File: src/mrss_pkg.sv
// Shared types, constants and codes of the multi-rail stripe scheduler.
package mrss_pkg;

  localparam int MAX_RAILS   = 8;
  localparam int ALIGN_BYTES = 128;
  localparam int ALIGN_LOG2  = $clog2(ALIGN_BYTES);

  localparam int SIZE_W  = 32;
  localparam int RAIL_W  = 3;
  localparam int RAILS_W = 4;
  localparam int CNT_W   = 4;
  localparam int PROD_W  = SIZE_W + RAIL_W;
  localparam int LEN_W   = SIZE_W + 1;

  // Quotient of the aligned divide: ceil(size / align) needs LEN_W - ALIGN_LOG2 bits.
  localparam int QUO_W    = LEN_W - ALIGN_LOG2;
  localparam int DIV_STEP = 4;
  localparam int DIV_CYC  = (QUO_W + DIV_STEP - 1) / DIV_STEP;
  localparam int DIV_W    = DIV_CYC * DIV_STEP;
  localparam int DIVC_W   = (DIV_CYC > 1) ? $clog2(DIV_CYC) : 1;

  localparam int CFG_IDX_W = 1;
  localparam logic [CFG_IDX_W-1:0] CFG_RAIL_COUNT = CFG_IDX_W'(0);
  localparam logic [CFG_IDX_W-1:0] CFG_MIN_STRIPE = CFG_IDX_W'(1);

  localparam logic [RAILS_W-1:0] RAIL_COUNT_RST = RAILS_W'(1);
  localparam logic [SIZE_W-1:0]  MIN_STRIPE_RST = SIZE_W'(1048576);

  typedef enum logic [2:0] {
    FR_IDLE,
    FR_CLASS,
    FR_PREP,
    FR_DIV,
    FR_PUSH
  } front_state_t;

  // One classified request as it crosses from the front to the back.
  typedef struct packed {
    logic               err;
    logic [RAILS_W-1:0] rails;
    logic [RAIL_W-1:0]  rail0;
    logic [CNT_W-1:0]   stripes;
    logic [SIZE_W-1:0]  size;
    logic [LEN_W-1:0]   stripe_len;
  } desc_t;

endpackage

File: src/multi_rail_stripe_scheduler_top.sv
// Top level of the multi-rail stripe scheduler: config registers, front, queue, back.
// Front steps: accept, stripe count, divide set-up, serial divide at 4 quotient bits a step,
//   queue write. The first stripe then passes the back's load and output register; after it, one
//   a cycle while out_stall is low. With its serial divider, the front takes a new request
//   only once the last is queued; the back's up to 8 stripes overlap the next request's divide.
// Reset: synchronous, active low; clears queue, start rail and handshake state, loads defaults.
module multi_rail_stripe_scheduler_top #(
  parameter int QUEUE_DEPTH = 2
) (
  input  logic                               clk,
  input  logic                               rst_n,
  // request channel
  input  logic                               in_valid,
  output logic                               in_stall,
  input  logic [mrss_pkg::SIZE_W-1:0]        in_message_bytes,
  // result channel
  output logic                               out_valid,
  input  logic                               out_stall,
  output logic [mrss_pkg::RAIL_W-1:0]        out_rail_id,
  output logic [2:0]                         out_stripe_index,
  output logic [mrss_pkg::SIZE_W-1:0]        out_stripe_offset,
  output logic [mrss_pkg::SIZE_W-1:0]        out_stripe_bytes,
  output logic                               out_last,
  output logic                               out_error,
  // configuration write channel
  input  logic                               cfg_valid,
  output logic                               cfg_ready,
  input  logic [mrss_pkg::CFG_IDX_W-1:0]     cfg_index,
  input  logic [mrss_pkg::SIZE_W-1:0]        cfg_wdata
);

  logic [mrss_pkg::RAILS_W-1:0] rail_count_r, rail_count_nxt;
  logic [mrss_pkg::SIZE_W-1:0]  min_stripe_r, min_stripe_nxt;

  logic            push;
  logic            pop;
  logic            full;
  logic            empty;
  mrss_pkg::desc_t push_desc;
  mrss_pkg::desc_t pop_desc;

  // Configuration writes are always taken; software writes only while idle.
  assign cfg_ready = 1'b1;

  always_comb begin
    rail_count_nxt = rail_count_r;
    min_stripe_nxt = min_stripe_r;
    if (cfg_valid && cfg_ready) begin
      unique case (cfg_index)
        mrss_pkg::CFG_RAIL_COUNT: rail_count_nxt = cfg_wdata[mrss_pkg::RAILS_W-1:0];
        mrss_pkg::CFG_MIN_STRIPE: min_stripe_nxt = cfg_wdata;
      endcase
    end
  end

  always_ff @(posedge clk) begin
    if (!rst_n) begin
      rail_count_r <= mrss_pkg::RAIL_COUNT_RST;
      min_stripe_r <= mrss_pkg::MIN_STRIPE_RST;
    end else begin
      rail_count_r <= rail_count_nxt;
      min_stripe_r <= min_stripe_nxt;
    end
  end

  // Front: classify each request, hold the round-robin start rail.
  mrss_front u_front (
    .clk              (clk),
    .rst_n            (rst_n),
    .rail_count_i     (rail_count_r),
    .min_stripe_i     (min_stripe_r),
    .in_valid         (in_valid),
    .in_stall         (in_stall),
    .in_message_bytes (in_message_bytes),
    .push_o           (push),
    .desc_o           (push_desc),
    .full_i           (full)
  );

  // Queue: lets the front divide the next request while the back still emits.
  mrss_fifo #(
    .DEPTH (QUEUE_DEPTH)
  ) u_fifo (
    .clk         (clk),
    .rst_n       (rst_n),
    .push_i      (push),
    .push_data_i (push_desc),
    .full_o      (full),
    .pop_i       (pop),
    .pop_data_o  (pop_desc),
    .empty_o     (empty)
  );

  // Back: cut into stripes, advance through the output register.
  mrss_back u_back (
    .clk               (clk),
    .rst_n             (rst_n),
    .empty_i           (empty),
    .pop_o             (pop),
    .desc_i            (pop_desc),
    .out_valid         (out_valid),
    .out_stall         (out_stall),
    .out_rail_id       (out_rail_id),
    .out_stripe_index  (out_stripe_index),
    .out_stripe_offset (out_stripe_offset),
    .out_stripe_bytes  (out_stripe_bytes),
    .out_last          (out_last),
    .out_error         (out_error)
  );

endmodule

File: src/mrss_fifo.sv
// Short register queue of classified requests between front and back.
module mrss_fifo #(
  parameter int DEPTH = 2
) (
  input  logic           clk,
  input  logic           rst_n,
  input  logic           push_i,
  input  mrss_pkg::desc_t push_data_i,
  output logic           full_o,
  input  logic           pop_i,
  output mrss_pkg::desc_t pop_data_o,
  output logic           empty_o
);

  localparam int PTR_W = (DEPTH > 1) ? $clog2(DEPTH) : 1;
  localparam int CNT_W = $clog2(DEPTH + 1);

  mrss_pkg::desc_t   mem_r [DEPTH];
  logic [PTR_W-1:0]  wr_ptr_r, wr_ptr_nxt;
  logic [PTR_W-1:0]  rd_ptr_r, rd_ptr_nxt;
  logic [CNT_W-1:0]  count_r, count_nxt;

  assign empty_o    = (count_r == '0);
  assign full_o     = (count_r == CNT_W'(DEPTH));
  assign pop_data_o = mem_r[rd_ptr_r];

  always_comb begin
    wr_ptr_nxt = wr_ptr_r;
    rd_ptr_nxt = rd_ptr_r;
    if (push_i) begin
      wr_ptr_nxt = (wr_ptr_r == PTR_W'(DEPTH - 1)) ? '0 : wr_ptr_r + PTR_W'(1);
    end
    if (pop_i) begin
      rd_ptr_nxt = (rd_ptr_r == PTR_W'(DEPTH - 1)) ? '0 : rd_ptr_r + PTR_W'(1);
    end
    unique case ({push_i, pop_i})
      2'b10:   count_nxt = count_r + CNT_W'(1);
      2'b01:   count_nxt = count_r - CNT_W'(1);
      default: count_nxt = count_r;
    endcase
  end

  always_ff @(posedge clk) begin
    if (!rst_n) begin
      wr_ptr_r <= '0;
      rd_ptr_r <= '0;
      count_r  <= '0;
    end else begin
      wr_ptr_r <= wr_ptr_nxt;
      rd_ptr_r <= rd_ptr_nxt;
      count_r  <= count_nxt;
    end
  end

  always_ff @(posedge clk) begin
    if (push_i) begin
      mem_r[wr_ptr_r] <= push_data_i;
    end
  end

endmodule

File: src/mrss_front.sv
// Front end: accept a request, count stripes, divide out the stripe length, queue it.
module mrss_front (
  input  logic                            clk,
  input  logic                            rst_n,
  input  logic [mrss_pkg::RAILS_W-1:0]    rail_count_i,
  input  logic [mrss_pkg::SIZE_W-1:0]     min_stripe_i,
  input  logic                            in_valid,
  output logic                            in_stall,
  input  logic [mrss_pkg::SIZE_W-1:0]     in_message_bytes,
  output logic                            push_o,
  output mrss_pkg::desc_t                 desc_o,
  input  logic                            full_i
);

  mrss_pkg::front_state_t state_r, state_nxt;

  logic [mrss_pkg::SIZE_W-1:0]  size_r, size_nxt;
  logic [mrss_pkg::RAILS_W-1:0] rails_r, rails_nxt;
  logic [mrss_pkg::SIZE_W-1:0]  minsz_r, minsz_nxt;
  logic [mrss_pkg::RAIL_W-1:0]  cur0_r, cur0_nxt;
  logic [mrss_pkg::RAIL_W-1:0]  next_rail_r, next_rail_nxt;
  logic [mrss_pkg::CNT_W-1:0]   cnt_r, cnt_nxt;
  logic                         err_r, err_nxt;
  logic [mrss_pkg::DIV_W-1:0]   num_r, num_nxt;
  logic [2:0]                   rem_r, rem_nxt;
  logic [mrss_pkg::DIVC_W-1:0]  divc_r, divc_nxt;

  logic [mrss_pkg::RAILS_W-1:0] rails_in;
  logic [mrss_pkg::CNT_W-1:0]   stripes_cnt;
  logic [mrss_pkg::PROD_W-1:0]  thr;
  logic [mrss_pkg::LEN_W-1:0]   up_sum;
  logic [mrss_pkg::QUO_W-1:0]   dividend;
  logic [mrss_pkg::DIV_W-1:0]   dn;
  logic [2:0]                   dr;
  logic [3:0]                   dt;
  logic [mrss_pkg::RAILS_W-1:0] rail_sum;

  // Reduce a stale start rail into range by repeated subtraction.
  function automatic logic [mrss_pkg::RAIL_W-1:0] rail_mod(
    input logic [mrss_pkg::RAIL_W-1:0]  a,
    input logic [mrss_pkg::RAILS_W-1:0] b
  );
    logic [mrss_pkg::RAILS_W-1:0] r;
    r = {1'b0, a};
    for (int i = 0; i < mrss_pkg::MAX_RAILS - 1; i++) begin
      if (r >= b) begin
        r = r - b;
      end
    end
    return r[mrss_pkg::RAIL_W-1:0];
  endfunction

  assign rails_in = (rail_count_i > mrss_pkg::RAILS_W'(mrss_pkg::MAX_RAILS)) ?
                    mrss_pkg::RAILS_W'(mrss_pkg::MAX_RAILS) : rail_count_i;

  // Stripe count: one plus the number of multiples k*min below the size, for k below the rail count.
  always_comb begin
    stripes_cnt = mrss_pkg::CNT_W'(1);
    thr         = '0;
    for (int k = 1; k < mrss_pkg::MAX_RAILS; k++) begin
      thr = mrss_pkg::PROD_W'(k) * mrss_pkg::PROD_W'(minsz_r);
      if ((mrss_pkg::RAILS_W'(k) < rails_r) && (mrss_pkg::PROD_W'(size_r) > thr)) begin
        stripes_cnt = stripes_cnt + mrss_pkg::CNT_W'(1);
      end
    end
  end

  // ceil(ceil(size / align) / stripes) as a floor divide of a biased dividend.
  assign up_sum   = {1'b0, size_r} + mrss_pkg::LEN_W'(mrss_pkg::ALIGN_BYTES - 1);
  assign dividend = up_sum[mrss_pkg::LEN_W-1:mrss_pkg::ALIGN_LOG2] +
                    mrss_pkg::QUO_W'(cnt_r - mrss_pkg::CNT_W'(1));

  // Restoring divide, DIV_STEP quotient bits a cycle.
  always_comb begin
    dn = num_r;
    dr = rem_r;
    dt = '0;
    for (int i = 0; i < mrss_pkg::DIV_STEP; i++) begin
      dt = {dr, dn[mrss_pkg::DIV_W-1]};
      dn = {dn[mrss_pkg::DIV_W-2:0], 1'b0};
      if (dt >= cnt_r) begin
        dt    = dt - cnt_r;
        dn[0] = 1'b1;
      end
      dr = dt[2:0];
    end
  end

  assign rail_sum = {1'b0, cur0_r} + cnt_r;

  always_comb begin
    state_nxt     = state_r;
    size_nxt      = size_r;
    rails_nxt     = rails_r;
    minsz_nxt     = minsz_r;
    cur0_nxt      = cur0_r;
    next_rail_nxt = next_rail_r;
    cnt_nxt       = cnt_r;
    err_nxt       = err_r;
    num_nxt       = num_r;
    rem_nxt       = rem_r;
    divc_nxt      = divc_r;
    push_o        = 1'b0;
    in_stall      = (state_r != mrss_pkg::FR_IDLE);
    unique case (state_r)
      mrss_pkg::FR_IDLE: begin
        if (in_valid) begin
          size_nxt  = in_message_bytes;
          rails_nxt = rails_in;
          minsz_nxt = (min_stripe_i == '0) ? mrss_pkg::SIZE_W'(1) : min_stripe_i;
          err_nxt   = (rail_count_i == '0);
          cnt_nxt   = mrss_pkg::CNT_W'(1);
          cur0_nxt  = (rail_count_i == '0) ? '0 : rail_mod(next_rail_r, rails_in);
          state_nxt = (rail_count_i == '0) ? mrss_pkg::FR_PUSH : mrss_pkg::FR_CLASS;
        end
      end
      mrss_pkg::FR_CLASS: begin
        cnt_nxt   = stripes_cnt;
        state_nxt = mrss_pkg::FR_PREP;
      end
      mrss_pkg::FR_PREP: begin
        num_nxt   = mrss_pkg::DIV_W'(dividend);
        rem_nxt   = '0;
        divc_nxt  = '0;
        state_nxt = mrss_pkg::FR_DIV;
      end
      mrss_pkg::FR_DIV: begin
        num_nxt  = dn;
        rem_nxt  = dr;
        divc_nxt = divc_r + mrss_pkg::DIVC_W'(1);
        if (divc_r == mrss_pkg::DIVC_W'(mrss_pkg::DIV_CYC - 1)) begin
          state_nxt = mrss_pkg::FR_PUSH;
        end
      end
      mrss_pkg::FR_PUSH: begin
        if (!full_i) begin
          push_o = 1'b1;
          if (!err_r) begin
            next_rail_nxt = (rail_sum >= rails_r) ?
                            mrss_pkg::RAIL_W'(rail_sum - rails_r) :
                            mrss_pkg::RAIL_W'(rail_sum);
          end
          state_nxt = mrss_pkg::FR_IDLE;
        end
      end
      default: state_nxt = mrss_pkg::FR_IDLE;
    endcase
  end

  always_comb begin
    desc_o            = '0;
    desc_o.err        = err_r;
    desc_o.rails      = rails_r;
    desc_o.rail0      = cur0_r;
    desc_o.stripes    = cnt_r;
    desc_o.size       = size_r;
    desc_o.stripe_len = mrss_pkg::LEN_W'({num_r[mrss_pkg::QUO_W-1:0],
                                          {mrss_pkg::ALIGN_LOG2{1'b0}}});
  end

  always_ff @(posedge clk) begin
    if (!rst_n) begin
      state_r     <= mrss_pkg::FR_IDLE;
      next_rail_r <= '0;
    end else begin
      state_r     <= state_nxt;
      next_rail_r <= next_rail_nxt;
    end
  end

  always_ff @(posedge clk) begin
    size_r  <= size_nxt;
    rails_r <= rails_nxt;
    minsz_r <= minsz_nxt;
    cur0_r  <= cur0_nxt;
    cnt_r   <= cnt_nxt;
    err_r   <= err_nxt;
    num_r   <= num_nxt;
    rem_r   <= rem_nxt;
    divc_r  <= divc_nxt;
  end

  a_div_cnt_range: assert property (@(posedge clk) disable iff (!rst_n)
    (state_r == mrss_pkg::FR_DIV) |-> (cnt_r != '0) && (cnt_r <= rails_r))
    else $error("stripe count out of range during divide");

  a_len_zero_iff_empty: assert property (@(posedge clk) disable iff (!rst_n)
    (state_r == mrss_pkg::FR_PUSH && !err_r) |-> ((size_r == '0) == (num_r == '0)))
    else $error("stripe length disagrees with message size");

endmodule

File: src/mrss_back.sv
// Back end: cut a queued request into stripes and present one result a cycle while out_stall is low.
module mrss_back (
  input  logic                           clk,
  input  logic                           rst_n,
  input  logic                           empty_i,
  output logic                           pop_o,
  input  mrss_pkg::desc_t                desc_i,
  output logic                           out_valid,
  input  logic                           out_stall,
  output logic [mrss_pkg::RAIL_W-1:0]    out_rail_id,
  output logic [2:0]                     out_stripe_index,
  output logic [mrss_pkg::SIZE_W-1:0]    out_stripe_offset,
  output logic [mrss_pkg::SIZE_W-1:0]    out_stripe_bytes,
  output logic                           out_last,
  output logic                           out_error
);

  logic                          busy_r, busy_nxt;
  mrss_pkg::desc_t               d_r, d_nxt;
  logic [2:0]                    k_r, k_nxt;
  logic [mrss_pkg::SIZE_W-1:0]   left_r, left_nxt;
  logic [mrss_pkg::SIZE_W-1:0]   offset_r, offset_nxt;
  logic [mrss_pkg::RAIL_W-1:0]   cur_r, cur_nxt;

  logic                          ov_r, ov_nxt;
  logic [mrss_pkg::RAIL_W-1:0]   rail_r, rail_nxt;
  logic [2:0]                    idx_r, idx_nxt;
  logic [mrss_pkg::SIZE_W-1:0]   off_r, off_nxt;
  logic [mrss_pkg::SIZE_W-1:0]   bytes_r, bytes_nxt;
  logic                          last_r, last_nxt;
  logic                          err_r, err_nxt;

  logic                          adv;
  logic                          emit;
  logic                          is_last;
  logic [mrss_pkg::SIZE_W-1:0]   len;
  logic [mrss_pkg::RAILS_W-1:0]  cur_inc;

  assign adv     = !ov_r || !out_stall;
  assign emit    = adv && busy_r;
  assign is_last = d_r.err || ((mrss_pkg::CNT_W'(k_r) + mrss_pkg::CNT_W'(1)) == d_r.stripes);
  assign len     = ({1'b0, left_r} < d_r.stripe_len) ? left_r :
                   d_r.stripe_len[mrss_pkg::SIZE_W-1:0];
  assign cur_inc = {1'b0, cur_r} + mrss_pkg::RAILS_W'(1);
  assign pop_o   = !empty_i && (!busy_r || (emit && is_last));

  always_comb begin
    busy_nxt   = busy_r;
    d_nxt      = d_r;
    k_nxt      = k_r;
    left_nxt   = left_r;
    offset_nxt = offset_r;
    cur_nxt    = cur_r;
    ov_nxt     = ov_r;
    rail_nxt   = rail_r;
    idx_nxt    = idx_r;
    off_nxt    = off_r;
    bytes_nxt  = bytes_r;
    last_nxt   = last_r;
    err_nxt    = err_r;
    if (adv) begin
      ov_nxt = busy_r;
    end
    if (emit) begin
      if (d_r.err) begin
        rail_nxt  = '0;
        idx_nxt   = '0;
        off_nxt   = '0;
        bytes_nxt = '0;
        last_nxt  = 1'b0;
        err_nxt   = 1'b1;
      end else begin
        rail_nxt  = cur_r;
        idx_nxt   = k_r;
        off_nxt   = offset_r;
        bytes_nxt = len;
        last_nxt  = is_last;
        err_nxt   = 1'b0;
      end
      k_nxt      = k_r + 3'd1;
      left_nxt   = left_r - len;
      offset_nxt = offset_r + len;
      cur_nxt    = (cur_inc == d_r.rails) ? '0 : mrss_pkg::RAIL_W'(cur_inc);
      if (is_last) begin
        busy_nxt = 1'b0;
      end
    end
    // Load the next request when idle, or behind the final stripe of the current one.
    if (pop_o) begin
      busy_nxt   = 1'b1;
      d_nxt      = desc_i;
      k_nxt      = '0;
      left_nxt   = desc_i.size;
      offset_nxt = '0;
      cur_nxt    = desc_i.rail0;
    end
  end

  always_ff @(posedge clk) begin
    if (!rst_n) begin
      busy_r <= 1'b0;
      ov_r   <= 1'b0;
    end else begin
      busy_r <= busy_nxt;
      ov_r   <= ov_nxt;
    end
  end

  always_ff @(posedge clk) begin
    d_r      <= d_nxt;
    k_r      <= k_nxt;
    left_r   <= left_nxt;
    offset_r <= offset_nxt;
    cur_r    <= cur_nxt;
    rail_r   <= rail_nxt;
    idx_r    <= idx_nxt;
    off_r    <= off_nxt;
    bytes_r  <= bytes_nxt;
    last_r   <= last_nxt;
    err_r    <= err_nxt;
  end

  assign out_valid         = ov_r;
  assign out_rail_id       = rail_r;
  assign out_stripe_index  = idx_r;
  assign out_stripe_offset = off_r;
  assign out_stripe_bytes  = bytes_r;
  assign out_last          = last_r;
  assign out_error         = err_r;

  a_within_message: assert property (@(posedge clk) disable iff (!rst_n)
    (busy_r && !d_r.err) |->
      (({1'b0, offset_r} + {1'b0, len}) <= {1'b0, d_r.size}))
    else $error("stripe runs past the end of the message");

  a_rail_in_range: assert property (@(posedge clk) disable iff (!rst_n)
    (busy_r && !d_r.err) |-> ({1'b0, cur_r} < d_r.rails))
    else $error("rail beyond the rails in use");

endmodule

File: config.mk
export PLATFORM = sky130hd
export DESIGN_NAME = multi_rail_stripe_scheduler_top
export DESIGN_NICKNAME = d
export VERILOG_FILES = /design/src/mrss_pkg.sv /design/src/multi_rail_stripe_scheduler_top.sv /design/src/mrss_fifo.sv /design/src/mrss_front.sv /design/src/mrss_back.sv
export SDC_FILE = /design/constraint.sdc
export NUM_CORES = 2
export LEC_CHECK = 0
export ABC_AREA = 1
export BUFFER_PORTS_ARGS = -buffer_cell sky130_fd_sc_hd__buf_2
export CELL_PAD_IN_SITES_DETAIL_PLACEMENT = 1
export CELL_PAD_IN_SITES_GLOBAL_PLACEMENT = 2
export CORE_UTILIZATION = 35
export DETAILED_ROUTE_END_ITERATION = 10
export PLACE_DENSITY = 0.73
export REMOVE_ABC_BUFFERS = 1
export SETUP_SLACK_MARGIN = 0.02
export SYNTH_ARGS = -nofsm -noshare
export SYNTH_HDL_FRONTEND = slang
export SYNTH_SLANG_ARGS = --single-unit
File: constraint.sdc
create_clock -name clk -period 9.7 [get_ports clk]
set_input_delay 0.97 -clock clk [delete_from_list [all_inputs] [get_ports clk]]
set_output_delay 0.97 -clock clk [all_outputs]
set_load 0.02 [all_outputs]
Yosys cells after proc, flatten, opt, wreduce, memory -nomap -nowiden
Memories as Yosys holds them, arrays and structs flattened. A register that Yosys moved wholly into a read port is not among the register bits.
Cells that the tools add are included.
{ "word_totals": {"wordCells": 212, "ramBits": 140, "reg_bits": 342, "out_inout_bits": 75, "n_memories": 1} }
{ "memory_table": {"columns": ["memory", "words", "width", "rd", "rd_ports_with_merged_regs", "write_ports", "line_no", "rtl"], "rows": [
  ["u_fifo.mem_r", 2, 70, 1, 1, 1, "mrss_fifo.sv:18", "mrss_pkg::desc_t mem_r [DEPTH];"]
]} }
{ "op_classes": {"mul": 4, "addsub": 32, "bitwise_logic": 3, "reduce_logical": 34, "mux": 65, "eq_ne": 13, "magnitude_cmp": 28} }
{ "op_table": {"columns": ["operator", "n"], "rows": [
  ["$gt 32x35->1", 3],
  ["$mux 4", 26],
  ["$mux 32", 3],
  ["$mul 3x32->35 const A", 2],
  ["$gt 32x34->1", 2],
  ["$mul 2x32->34 const A", 2],
  ["$pmux 28 s2", 1],
  ["$ge 4x4->1", 11],
  ["$mux 3", 13],
  ["$add 32x7->33 const B", 1],
  ["$gt 32x33->1", 1],
  ["$lt 32x33->1", 1],
  ["$add 32x32->32", 1],
  ["$gt 32x32->1", 1],
  ["$logic_not 32->1", 1],
  ["$sub 32x32->32", 1],
  ["$add 26x26->26", 1],
  ["$add 4x1->4 const B", 5],
  ["$sub 4x4->4", 5],
  ["$sub 3x3->3", 6],
  ["$lt 3x4->1 const A", 4],
  ["$mux 1", 16],
  ["$pmux 3 s5", 1],
  ["$pmux 3 s2", 2],
  ["other kinds (35)", 69]
]} }

Longest topological paths before layout
{ "depth": {"word_depth": 28, "depth_mapped": 59, "depth_no_buf": 59} }

Cells and area by module
A second synthesis with hierarchy kept.
{ "hier_totals": {"hier_cells": 4453, "hier_area_um2": 38622.0} }
{ "modules_own_cells": {"columns": ["mod", "cells_each", "n_inst", "area_each_um2"], "rows": [
  ["mrss_front", 2568, 1, 19542.5],
  ["mrss_back", 1443, 1, 11858.9],
  ["mrss_fifo", 275, 1, 5918.2],
  ["multi_rail_stripe_scheduler_top", 167, 1, 1302.5]
]} }

Worst setup path after synthesis
OpenSTA, ideal clock, no wires.
{ "synth_path": {"kind": "reg-to-reg", "start": "register rail_count_r[3] in the netlist's numbering", "end": "register u_front.cur0_r[2] in the netlist's numbering (data pin)", "path_buffers": 0, "setup_time_ns": 0.253, "stages_incl_launch_ff": 53, "setup_slack_ns": 0.137, "required_time_ns": 9.447, "period_less_slack_ns": 9.563, "arrival_ns": 9.310, "path_cell_list": "dfxtp_1 -> nor2_1 -> inv_1 -> fa_1 -> nand3_1 -> nand3_2 -> nand2_1 -> o21ai_0 -> ha_1 -> fa_1 -> nor2_1 -> nor2_1 -> o31ai_1 -> a21oi_2 -> nand2_1 -> o21ai_0 -> ha_1 -> fa_1 -> [... 17 more ...] -> nand2_1 -> nand2_1 -> ha_1 -> fa_1 -> nor2_1 -> nor2_1 -> nand2_1 -> a21oi_1 -> nor2_1 -> a31oi_1 -> ha_1 -> inv_1 -> fa_1 -> a221o_1 -> a31oi_1 -> inv_1 -> o21ai_1 -> inv_1"} }
{ "synth_between": {"elab_chain_len": 28, "word_cells_on_any_way": 36, "classes_between": "add/sub (7); order compare (8); mux (20); reduce/logical (1)"} }
{ "synth_rtl": {"columns": ["element", "line_no", "rtl"], "rows": [
  ["start, declared", "multi_rail_stripe_scheduler_top.sv:32", "logic [mrss_pkg::RAILS_W-1:0] rail_count_r, rail_count_nxt;"],
  ["start signal, assigned", "multi_rail_stripe_scheduler_top.sv:58", "rail_count_r <= mrss_pkg::RAIL_COUNT_RST;"],
  ["start signal, assigned", "multi_rail_stripe_scheduler_top.sv:61", "rail_count_r <= rail_count_nxt;"],
  ["$gt 4x4->1 *", "mrss_front.sv:53", "assign rails_in = (rail_count_i > mrss_pkg::RAILS_W'(mrss_pkg::MAX_RAILS)) ?"],
  ["$mux 4 *", "mrss_front.sv:53", null],
  ["named net u_front.rails_in, one bit", "mrss_front.sv:28", "logic [mrss_pkg::RAILS_W-1:0] rails_in;"],
  ["$sub 3x4->4 / $ge 3x4->1 (equally long branches)", "mrss_front.sv:47, mrss_front.sv:46", null],
  ["$mux 4", "mrss_front.sv:46", "if (r >= b) begin"],
  ["$mux 4", "mrss_front.sv:107", "if (in_valid) begin"],
  ["$mux 4", "mrss_front.sv:105", "unique case (state_r)"],
  ["$sub 4x4->4 / $ge 4x4->1 (equally long branches)", "mrss_front.sv:47, mrss_front.sv:46", null],
  ["[... 13 more ...]", null, null],
  ["$mux 4", "mrss_front.sv:107", null],
  ["$mux 4", "mrss_front.sv:105", null],
  ["$sub 4x4->4 / $ge 4x4->1 (equally long branches)", "mrss_front.sv:47, mrss_front.sv:46", null],
  ["$mux 4", "mrss_front.sv:46", null],
  ["$mux 4", "mrss_front.sv:107", null],
  ["$mux 4", "mrss_front.sv:105", null],
  ["$ge 4x4->1 / $sub 3x3->3 (equally long branches)", "mrss_front.sv:46, mrss_front.sv:47", null],
  ["$mux 3 *", "mrss_front.sv:46", null],
  ["end signal, assigned", "mrss_front.sv:175", "cur0_r <= cur0_nxt;"],
  ["end, declared", "mrss_front.sv:20", "logic [mrss_pkg::RAIL_W-1:0] cur0_r, cur0_nxt;"]
]} }
Mark *: on every way through the listed nets, which the timed path passes. The rest lies on a longest branch. The select of a mux whose other input is x is not followed.
A chain may end at the register's enable or synchronous reset.

Worst setup path after layout
{ "layout_path": {"start": "register rail_count_r[0] in the netlist's numbering", "end": "register u_front.cur0_r[2] in the netlist's numbering (data pin)"} }
{ "layout_between": {"elab_chain_len": 28, "word_cells_on_any_way": 36, "classes_between": "add/sub (7); order compare (8); mux (20); reduce/logical (1)"} }
{ "layout_rtl": {"columns": ["element", "line_no"], "rows": [
  ["$gt 4x4->1", "mrss_front.sv:53"],
  ["$mux 4 *", "mrss_front.sv:53"],
  ["named net u_front.rails_in, one bit", "mrss_front.sv:28"],
  ["$sub 3x4->4 / $ge 3x4->1 (equally long branches)", "mrss_front.sv:47, mrss_front.sv:46"],
  ["$mux 4", "mrss_front.sv:46"],
  ["$mux 4", "mrss_front.sv:107"],
  ["$mux 4", "mrss_front.sv:105"],
  ["$sub 4x4->4 / $ge 4x4->1 (equally long branches)", "mrss_front.sv:47, mrss_front.sv:46"],
  ["[... 13 more ...]", null],
  ["$mux 4", "mrss_front.sv:107"],
  ["$mux 4", "mrss_front.sv:105"],
  ["$sub 4x4->4 / $ge 4x4->1 (equally long branches)", "mrss_front.sv:47, mrss_front.sv:46"],
  ["$mux 4", "mrss_front.sv:46"],
  ["$mux 4", "mrss_front.sv:107"],
  ["$mux 4", "mrss_front.sv:105"],
  ["$ge 4x4->1 / $sub 3x3->3 (equally long branches)", "mrss_front.sv:46, mrss_front.sv:47"],
  ["$mux 3 *", "mrss_front.sv:46"]
]} }
Marked as above.

==> metrics.txt <==
Clock Path Buffers 3; largest net degree at the start of global routing 77; slowest stage cell, crit path fa_2; vias in the first global route 31.0k; #FFs+latches synth 476; ys flop type edfxtp_1; Tmin final 9.19 ns; FP Rows 117; Core Area 102000 sq um; CTS sink count 476; Worst Setup End Kind register; CTS root buffer clkbuf_16; first-pass GRT wire length 170000 um; main combinational cell family by area after synthesis adder cells; Final Hold Vio Count 0; mux contribution to synthesized area 0.172%; Synth Instances 4344; cts hold-fix bufs 0; Seq/Total Area, Yosys 36.9%; most frequent cell on the critical path nand2_1; Remaining DRCs 0; CTS tree yes; FMAX 109 MHz; synth unique cells 72; Slew @ Worst Pin 1.00 ns; outcome completed; H-tree depth 2; Tot GR Track Use 20.4%; total congestion overflow 0; Vias 29.6k; mapped cell area 36400 sq um; Slew HR 32.6%; Final Util 39.8%; crit path DAT 9.60 ns; Initial Utilization 35.5%; dominant cell type by area after synthesis edfxtp_1; Synth Area in XOR/XNOR 4.38%; WP buf/inv 10; post-synth top area share 32.3%; Worst-path clk slew 0.06 ns; Post-synth EDFFs 392; Setup crit start kind register; Max-cap violations 0; Finish-stage setup viols 0; most numerous cell in the Yosys netlist nand2_1; Hold Crit Class register to register; CP peak stage delay 0.40 ns; Num CTS Buffers 55; layout cell share with drive strength beyond 1 9.12%; initial DRC count 927; Compound-Gate Fraction of Synth Area 12.5%; CP Class register to register; Post-Synth Adder-Cell Area 20.1%; fill count 12.3k; Final Max Slew Viols 0; total wire length 108000 um; syn avg cell area 8.39 sq um; GP Congestion 0.862; detailed placer's ending HPWL 86300 um; Port Buf Inserts 143; Area Overhead vs Synth 11.9%; area of the die 105000 sq um; wire length per cell 18.4 um; DR pass1 iterations 5; largest cells by area after synthesis edfxtp_1 (32%), ha_1 (17%), nand2_1 (9.5%); asr flop ratio synth 0%; antenna diode count 0; final setup skew 0.0310 ns; Vias/cell 5.03; final-stage net count 5109; CP Max Fanout 7; initial antenna violation count 0; yosys warns 0; Post-synth top cells nand2_1 (926), inv_1 (523), ha_1 (506); Skew-Pair Late Insertion Delay 0.67 ns; Die Ht 325 um; crit-path leading delay family adder cells; period utilization 94.7%; Req. time, crit path 10.11 ns; Final ANT Viol Nets 0; die width 325 um; fraction of the mapped netlist area in simple logic gates 19.3%; IO Pins 145
==> cell families (layout without fill, tap and decap cells) <==
| logic type | after synthesis | after routing |
|---|---|---|
| AO/OA/AOI/OAI | 809 | 809 |
| XOR/XNOR | 182 | 182 |
| adder cells (fa/ha/maj) | 556 | 556 |
| buffers and inverters | 634 | 817 |
| flip-flops | 476 | 476 |
| multiplexers | 6 | 6 |
| other | 1 | 2 |
| AND/OR/NAND/NOR | 1680 | 1680 |
==> through the flow <==
stage / worst slack [ns] / area (sq um) / hold WS, ns / instances / TNS, ns
finish: 0.513 / 40800 / 0.448 / 5896 / 0
global placement: -0.141 / 38700 / 0.433 / 5786 / -0.351
global route: -0.0849 / 40800 / 0.461 / 5896 / -0.160
floorplan: 0.138 / 36000 / 0.425 / 4243 / 0
detailed placement: -0.429 / 38700 / 0.441 / 5786 / -1.21
CTS: 0.0239 / 40600 / 0.442 / 5890 / 0
==> worst register-to-register path: cells and delay by family, from the launching register on <==
| family | cells | cell delay (ns) |
|---|---|---|
| flops | 1 | 0.33 |
| compound gates | 13 | 2.20 |
| simple gates | 20 | 2.03 |
| buf+inv | 10 | 0.86 |
| mux | 1 | 0.33 |
| fa+ha+maj | 12 | 3.23 |
==> cells in the final DEF, fill, tap and decap left out, types with 10 or more instances in the layout <==
| cell type | synthesis | layout |
|---|---|---|
| nand2_1 | 926 | 925 |
| inv_1 | 523 | 517 |
| ha_1 | 506 | 498 |
| nor2_1 | 419 | 411 |
| edfxtp_1 | 392 | 392 |
| a21oi_1 | 350 | 346 |
| o21ai_0 | 250 | 246 |
| buf_2 | 11 | 143 |
| nand3_1 | 124 | 124 |
| xor2_1 | 98 | 98 |
| xnor2_1 | 84 | 84 |
| dfxtp_1 | 84 | 82 |
| clkbuf_16 | 0 | 55 |
| nor3_1 | 49 | 48 |
| fa_1 | 50 | 43 |
| nand4_1 | 42 | 42 |
| buf_4 | 1 | 39 |
| a31oi_1 | 41 | 38 |
| or2_2 | 26 | 26 |
| nor4_1 | 25 | 25 |
| nand2_2 | 24 | 25 |
| o211ai_1 | 23 | 23 |
| o21bai_1 | 21 | 21 |
| a21o_1 | 20 | 20 |
| o21ai_1 | 16 | 17 |
| o21a_1 | 15 | 15 |
| inv_2 | 9 | 13 |
| clkbuf_1 | 87 | 12 |
| nor2_2 | 7 | 11 |
| nor2_4 | 6 | 10 |
| o31ai_1 | 11 | 10 |
| clkinv_1 | 0 | 10 |
| clkinv_2 | 0 | 10 |
==> layout make-up <==
class	instances	area, sq um	share of cell area [%]
Clock inverter	32	339	0.832
Timing Repair Buffer	183	1020	2.50
Inverter	532	2000	4.91
Clock buffer	70	1460	3.59
Sequential cell	476	13500	33.0
Tap cell	1368	1710	4.20
Multi-Input combinational cell	3235	20800	51.0
==> path summary, 6_finish.rpt <==
kind | start | end | slack (ns) | depth (start not counted)
worst min register to register | u_fifo.rd_ptr_r$_SDFFE_PN0P_ | register | 0.45 | 1
worst min-delay path | u_fifo.rd_ptr_r$_SDFFE_PN0P_ | register | 0.45 | 1
worst max-delay path | rail_count_r[0]$_SDFFE_PN1P_ | u_front.cur0_r[2]$_SDFFCE_PP0P_ | 0.51 | 56
worst max register to register | rail_count_r[0]$_SDFFE_PN1P_ | u_front.cur0_r[2]$_SDFFCE_PP0P_ | 0.51 | 56
==> sequential cells by signal, indices dropped and copies added, names as in the netlist, 2 cells and up, named ones only <==
signal and cells:
u_front.minsz_r 32, u_front.cur0_r 3, u_back.offset_r 32, u_back.out_stripe_index 3, u_back.out_rail_id 3, rail_count_r 4, u_front.divc_r 3, u_front.rem_r 3
u_front.num_r 28, u_front.state_r 3, u_back.k_r 3, u_fifo.mem_r 140, u_fifo.count_r 2, u_front.size_r 32, u_front.cnt_r 4, u_back.left_r 32
u_front.next_rail_r 3, min_stripe_r 32, u_back.cur_r 3, u_back.out_stripe_offset 32, u_front.rails_r 4, u_back.d_r 35, u_back.out_stripe_bytes 32
==> routing by layer <==
metal | up-vias | wire, um | track usage (%)
met4 | 0 | 2380 | 5.07
li1 | 15000 | - | -
met5 | - | 0 | 0
met1 | 14300 | 47800 | 24.8
met3 | 109 | 2040 | 1.83
met2 | 245 | 56000 | 38.3
==> timing repair <==
item | 4_1_cts | 5_1_grt
endpoints found under the setup margin | 3 | 3
resized for setup | 7 | 38
pin swaps | 3 | 14
buffers inserted | 2 | 6
Power is not shown: default switching activity piles up to over one toggle a cycle in this logic, so the estimate is an artifact.
